## config.mk

```make
export PLATFORM = sky130hd
export DESIGN_NAME = bfp_angle
export DESIGN_NICKNAME = d
export VERILOG_FILES = /design/src/rtl/bfp_pkg.sv /design/src/rtl/bfp_angle.sv
export SDC_FILE = /design/constraint.sdc
export NUM_CORES = 2
export LEC_CHECK = 0
export BUFFER_PORTS_ARGS = -buffer_cell sky130_fd_sc_hd__buf_2
export CORE_MARGIN = 2
export CORE_UTILIZATION = 54
export DETAILED_ROUTE_END_ITERATION = 10
export GPL_ROUTABILITY_DRIVEN = 0
export PLACE_DENSITY = 0.84
export SYNTH_ARGS = -nofsm -noshare
export SYNTH_HDL_FRONTEND = slang
export SYNTH_SLANG_ARGS = --single-unit
```

## constraint.sdc

```tcl
create_clock -name clk_i -period 6.2 [get_ports clk_i]
set_input_delay 0.93 -clock clk_i [delete_from_list [all_inputs] [get_ports clk_i]]
set_output_delay 0.93 -clock clk_i [all_outputs]
set_load 0.02 [all_outputs]
```

## src/rtl/bfp_pkg.sv

```systemverilog
// Shared types, constants and tables for the biped foot placement core.
// No dependencies; every other file in rtl/ imports this package.
`timescale 1ns / 1ps

package bfp_pkg;

  // Parameter defaults and limits
  localparam int unsigned DefNumLegs     = 2;
  localparam int unsigned DefCordicSteps = 16;
  localparam int unsigned MaxCordicSteps = 24;

  // Internal widths
  localparam int unsigned SumW = 52;  // step and angle sums
  localparam int unsigned PosW = 53;  // position plus step offset
  localparam int unsigned VecW = 64;  // CORDIC vector, Q2.30 scaled
  localparam int unsigned AngW = 34;  // CORDIC angle, Q2.30

  // Register reset values (0.1 and 0.01 in Q16.16)
  localparam logic [31:0] GainXyRst  = 32'd6554;
  localparam logic [31:0] GainYawRst = 32'd655;

  // Gait phase: one in Q1.16
  localparam logic [16:0] OneQ16 = 17'd65536;

  // Angle constants
  localparam logic [18:0] TwoPiQ16 = 19'd411775;
  localparam logic [17:0] PiQ16    = 18'd205887;
  localparam logic signed [AngW-1:0] PiQ30     = AngW'(64'sd3373259426);
  localparam logic signed [AngW-1:0] HalfPiQ30 = AngW'(64'sd1686629713);
  localparam logic signed [31:0]     InvGain   = 32'sd652032875;

  // 2^34 mod 2*pi and reciprocal 2^38 / 2*pi for the angle reduction
  localparam logic [18:0] Fold34 = 19'((64'd1 << 34) % 64'd411775);
  localparam logic [19:0] Recip  = 20'((64'd1 << 38) / 64'd411775);

  // arctan(2^-i) in Q2.30
  localparam logic [29:0] AtanQ30 [MaxCordicSteps] = '{
    30'd843314857, 30'd497837829, 30'd263043837, 30'd133525159,
    30'd67021687,  30'd33543516,  30'd16775851,  30'd8388437,
    30'd4194283,   30'd2097149,   30'd1048576,   30'd524288,
    30'd262144,    30'd131072,    30'd65536,     30'd32768,
    30'd16384,     30'd8192,      30'd4096,      30'd2048,
    30'd1024,      30'd512,       30'd256,       30'd128
  };

  // Register indexes; legs follow on from CfgLeg0
  typedef enum logic [2:0] {
    CfgSwing   = 3'd0,
    CfgStance  = 3'd1,
    CfgGainX   = 3'd2,
    CfgGainY   = 3'd3,
    CfgGainYaw = 3'd4,
    CfgLeg0    = 3'd5
  } cfg_idx_e;

  typedef struct packed {
    logic [31:0] swing_time;
    logic [31:0] stance_time;
    logic [31:0] gain_x;
    logic [31:0] gain_y;
    logic [31:0] gain_yaw;
  } cfg_t;

  typedef struct packed {
    logic               leg_index;
    logic signed [31:0] goal_vel_x;
    logic signed [31:0] goal_vel_y;
    logic signed [31:0] goal_yaw_rate;
    logic [16:0]        gait_phase;
    logic signed [31:0] body_vel_x;
    logic signed [31:0] body_vel_y;
    logic signed [31:0] body_yaw;
    logic signed [31:0] body_yaw_rate;
    logic signed [31:0] body_pos_x;
    logic signed [31:0] body_pos_y;
  } in_item_t;

  typedef struct packed {
    logic signed [31:0] foot_x;
    logic signed [31:0] foot_y;
  } out_item_t;

  // Vector to rotate plus the position sums that ride along
  typedef struct packed {
    logic signed [VecW-1:0] x;
    logic signed [VecW-1:0] y;
    logic signed [PosW-1:0] cx;
    logic signed [PosW-1:0] cy;
  } vec_t;

  typedef struct packed {
    logic signed [SumW-1:0] ang_sum;
    vec_t                   vec;
  } step_t;

  typedef struct packed {
    logic signed [AngW-1:0] z;
    vec_t                   vec;
  } rot_t;

endpackage

```

## src/rtl/bfp_angle.sv

```systemverilog
// Angle reduction modulo 2*pi and half-turn fold into the CORDIC range.
// Seven register stages; depends on bfp_pkg.
`timescale 1ns / 1ps

module bfp_angle (
  input  logic           clk_i,
  input  logic           rst_ni,
  input  logic           en_i,
  input  logic           valid_i,
  input  bfp_pkg::step_t data_i,
  output logic           valid_o,
  output bfp_pkg::rot_t  data_o
);
  import bfp_pkg::*;

  localparam int unsigned Stages = 7;

  logic [Stages-1:0] v_q;

  logic [SumW-1:0]  neg_sum_c;
  logic [38:0]      est_c;
  logic [37:0]      qm_c;
  logic [20:0]      r2_c;
  logic signed [19:0] ang_c, wrap_c;
  logic signed [AngW-1:0] z0_c;
  rot_t             rot_c;

  // Magnitude and sign
  logic             a1_neg_q;
  logic [SumW-2:0]  a1_u_q;
  vec_t             a1_vec_q;
  // First fold below 2^37
  logic             a2_neg_q;
  logic [36:0]      a2_u_q;
  vec_t             a2_vec_q;
  // Quotient estimate
  logic             a3_neg_q;
  logic [36:0]      a3_u_q;
  logic [18:0]      a3_q_q;
  vec_t             a3_vec_q;
  // Remainder below three turns
  logic             a4_neg_q;
  logic [20:0]      a4_r_q;
  vec_t             a4_vec_q;
  // Signed remainder
  logic signed [19:0] a5_ang_q;
  vec_t             a5_vec_q;
  // Wrapped to [-pi, pi]
  logic signed [19:0] a6_ang_q;
  vec_t             a6_vec_q;
  rot_t             a7_q;

  assign neg_sum_c = SumW'(-data_i.ang_sum);
  assign est_c     = 39'(a2_u_q[36:18]) * 39'(Recip);
  assign qm_c      = 38'(a3_q_q) * 38'(TwoPiQ16);

  // Remainder correction, at most two turns too many
  always_comb begin
    if (a4_r_q >= 21'(TwoPiQ16) + 21'(TwoPiQ16)) begin
      r2_c = a4_r_q - 21'(TwoPiQ16) - 21'(TwoPiQ16);
    end else if (a4_r_q >= 21'(TwoPiQ16)) begin
      r2_c = a4_r_q - 21'(TwoPiQ16);
    end else begin
      r2_c = a4_r_q;
    end
    ang_c = a4_neg_q ? -$signed(20'(r2_c)) : $signed(20'(r2_c));
  end

  // Wrap into [-pi, pi]
  always_comb begin
    if (a5_ang_q > $signed(20'(PiQ16))) begin
      wrap_c = a5_ang_q - $signed(20'(TwoPiQ16));
    end else if (a5_ang_q < -$signed(20'(PiQ16))) begin
      wrap_c = a5_ang_q + $signed(20'(TwoPiQ16));
    end else begin
      wrap_c = a5_ang_q;
    end
  end

  // Q2.30 angle and half-turn fold with vector negation
  always_comb begin
    z0_c = AngW'(a6_ang_q) <<< 14;
    rot_c.vec = a6_vec_q;
    if (z0_c > HalfPiQ30) begin
      rot_c.z     = z0_c - PiQ30;
      rot_c.vec.x = -a6_vec_q.x;
      rot_c.vec.y = -a6_vec_q.y;
    end else if (z0_c < -HalfPiQ30) begin
      rot_c.z     = z0_c + PiQ30;
      rot_c.vec.x = -a6_vec_q.x;
      rot_c.vec.y = -a6_vec_q.y;
    end else begin
      rot_c.z = z0_c;
    end
  end

  // Valid bits
  always_ff @(posedge clk_i or negedge rst_ni) begin
    if (!rst_ni) begin
      v_q <= '0;
    end else if (en_i) begin
      v_q <= {v_q[Stages-2:0], valid_i};
    end
  end

  // Payload stages
  always_ff @(posedge clk_i) begin
    if (en_i) begin
      a1_neg_q <= data_i.ang_sum[SumW-1];
      a1_u_q   <= data_i.ang_sum[SumW-1] ? neg_sum_c[SumW-2:0]
                                         : data_i.ang_sum[SumW-2:0];
      a1_vec_q <= data_i.vec;

      a2_neg_q <= a1_neg_q;
      a2_u_q   <= 37'(a1_u_q[SumW-2:34]) * 37'(Fold34) + 37'(a1_u_q[33:0]);
      a2_vec_q <= a1_vec_q;

      a3_neg_q <= a2_neg_q;
      a3_u_q   <= a2_u_q;
      a3_q_q   <= est_c[38:20];
      a3_vec_q <= a2_vec_q;

      a4_neg_q <= a3_neg_q;
      a4_r_q   <= 21'(38'(a3_u_q) - qm_c);
      a4_vec_q <= a3_vec_q;

      a5_ang_q <= ang_c;
      a5_vec_q <= a4_vec_q;

      a6_ang_q <= wrap_c;
      a6_vec_q <= a5_vec_q;

      a7_q <= rot_c;
    end
  end

  assign valid_o = v_q[Stages-1];
  assign data_o  = a7_q;

endmodule

```

==> flow_summary.json <==
{
  "cp-start-kind": "flop",
  "grt_max_degree": 179,
  "drt_wl_total_um": 172000,
  "rsz0062_at_grt": "true",
  "antenna_found_initial": 66,
  "status": "finished clean",
  "required_ns": 6.71,
  "synth.yosys.seq_area_share_pct": 69.8,
  "synth-main-ff-cell": "edfxtp_1",
  "crit_type": "flop to flop",
  "seqCellArea_um2": 55800,
  "die_area_um2": 151000,
  "post-route-min-period_ns": 6.09,
  "dr.pass1.iters": 8,
  "grt_pass1_vias": 42984,
  "syn_inst": 4732,
  "die_x_um": 389,
  "timing.fmax_mhz": 164,
  "synth_edf_count": 1852,
  "hold_depth": 1,
  "clockBufferDepth": 3,
  "start_util_pct": 54.3,
  "layout_commonest_cell": "edfxtp_1",
  "dr_total_vias": 41729,
  "clk_pin_slew_ns": 0.07,
  "clock_latency_ns": 0.84,
  "cp_max_fo": 3,
  "synthesis.nets": 5756,
  "fp-row-count": 141,
  "vias_per_cell": 5.44,
  "first_iter_violations": 4161,
  "coreArea_um2": 147000,
  "final_cell_mix": "edfxtp_1 (1852), inv_1 (665), buf_2 (556), ha_1 (370), fa_1 (336)",
  "finalSetupTns_ns": 0,
  "ant_nets": 0,
  "drive_gt1_share_pct": 19.7,
  "nets": 6575,
  "io_pins": 559,
  "track_usage_pct": 22.8,
  "async_flop_share_pct": 0.377,
  "endpoint_kind": "flop",
  "cts_tree": "built",
  "io_buffers": 557,
  "cts_buffers": 177,
  "fin_worst_skew_ns": 0.0816,
  "cts_max_level": 4,
  "ys_ff_latch": 1859,
  "wire_per_inst_um": 22.5,
  "maxSlewViolCount": 0,
  "post-route-period-util_pct": 98.3,
  "r2r_cells": 21,
  "drc_errors": 0,
  "cts-root-buf": "clkbuf_16",
  "syn_area_um2": 80000,
  "syn_avg_cell_area_um2": 16.9,
  "tightest_slew_ns": 1.21,
  "hpwl_um": 111000,
  "grt_overflow_total": 0,
  "multi_input_comb_area_um2": 21600,
  "setup_viol": 0,
  "area_delta_synth_final_pct": 15.8,
  "yosysUniqueCellTypes": 106,
  "yosys_warnings": 0,
  "die_h_um": 389,
  "cts.sinks": 1859,
  "max_cap_violations": 0,
  "fill_cells": 9744,
  "grt_pass1_wl_um": 259000,
  "relSlewSlack_pct": 19.3,
  "min_path_type": "input port to flop",
  "finalHoldViolations": 0,
  "cp.arrival_ns": 6.60
}
## Yosys cell counts (all sizes together), types with 6 or more instances
cell type,n,area (um2)
mux2,8,90.1
o22ai,7,43.8
nand2,119,459
and3,21,131
xor2,94,823
mux2i,9,90.1
nor4,26,220
a32oi,7,61.3
a21boi,6,45.0
o211ai,14,110
o31ai,50,418
fa,351,7030
a21oi,107,536
edfxtp,1852,55600
xnor2,233,2040
or3,33,226
or4,25,214
o21a,16,120
nor2,116,438
o21ai,95,479
a21o,35,263
nor3,47,257
a211oi,16,125
or2,21,131
nand2b,27,169
a31oi,22,138
a2111oi,8,77.6
clkbuf,46,174
ha,383,4790
o2111ai,7,73.8
o21bai,13,97.6
o41ai,25,234
nand4,22,153
dfrtp,7,175
buf,29,196
nor2b,20,125
and2,15,93.8
inv,678,2540
nand3,40,210
nand3b,9,67.6
## layout make-up
cell class	count	area share, %
well taps	1930	2.61
flip-flops and latches	1859	60.2
clock inverters	109	1.47
clock buffers	213	4.95
inverters	679	2.75
diodes	46	0.124
repair buffers	715	4.51
multi-input cells	2119	23.3
## kinds of logic after synthesis
family          share of synthesized area, %
flops                                   69.8
buf+inv                                 3.65
fa+ha+maj                               14.8
simple gates                            3.76
compound gates                          4.23
xor+xnor                                3.58
mux                                    0.225
other cells                          0.00469
## critical path: stages (launching register included)
cell and delay, ns:
edfxtp_1 0.44, fa_2 0.62, inv_2 0.05, fa_2 0.53, inv_2 0.05, fa_2 0.54, fa_2 0.46, fa_1 0.49
inv_1 0.06, fa_1 0.53, inv_1 0.04, ha_2 0.17, a21o_1 0.18, a21o_1 0.18, a21oi_2 0.19, o22ai_2 0.12
o311a_4 0.41, a31oi_4 0.23, nor2b_2 0.07, or2_4 0.23, a21oi_2 0.15, xnor2_1 0.08
## metal layers
metal	wire (um)	global-route usage, %	share of wire [%]	vias up
met4	9310	11.0	5.4	30
met1	63800	28.0	37	20530
li1	-	-	-	18726
met2	87000	38.7	50	1935
met3	12100	4.59	7.0	508
met5	188	0	0.11	-
## sequential cells by signal, indices dropped and copies added, names as in the netlist
name and flops:
a4_r_q 21, a2_neg_q 1, a1_vec_q 234, a1_neg_q 1, a6_vec_q 234, a6_ang_q 20, a4_neg_q 1, a3_neg_q 1
a3_vec_q 234, a3_u_q 21, a4_vec_q 234, a5_vec_q 234, a2_vec_q 234, v_q 7, data_o 257, a5_ang_q 20
a3_q_q 18, a2_u_q 36, a1_u_q 51
## through the flow
| step | setup slack (ns) | instance area, um2 | hold WS [ns] | std cells | util (%) |
|---|---|---|---|---|---|
| finish | 0.107 | 92600 | 0.249 | 7670 | 62.9 |
| global route | -0.0639 | 92600 | 0.203 | 7658 | 62.8 |
| CTS | 0.00914 | 92000 | 0.176 | 7602 | 62.5 |
| detailed placement | -0.111 | 85900 | 0.405 | 7268 | 58.3 |
| global placement | -0.0117 | 85900 | 0.400 | 7268 | 58.3 |
| floorplan | 0.00130 | 80000 | 0.400 | 4732 | - |
## path summary, 6_finish.rpt
check,startpoint,endpoint,slack (ns)
max,a2_u_q[34]$_DFFE_PP_,a3_q_q[14]$_DFFE_PP_,0.11
min,data_i[52],a1_vec_q[52]$_DFFE_PP_,0.25
max reg2reg,a2_u_q[34]$_DFFE_PP_,a3_q_q[14]$_DFFE_PP_,0.11
min reg2reg,a2_vec_q[142]$_DFFE_PP_,a3_vec_q[142]$_DFFE_PP_,0.37
max in group asynchronous,rst_ni,v_q[0]$_DFFE_PN0P_,5.50
min in group asynchronous,rst_ni,v_q[5]$_DFFE_PN0P_,0.51
## repair_timing
item | CTS | global route
hold buffers | 1 | 0
resized for setup | 21 | 67
setup buffers | 11 | 22
setup endpoints to repair | 10 | 20
pin swaps | 17 | 65
endpoints found under the hold margin | 7 | 0
Power is left out: the tool's default activity adds up to more than one toggle a clock period on the data nets, which glitch-free logic cannot reach.
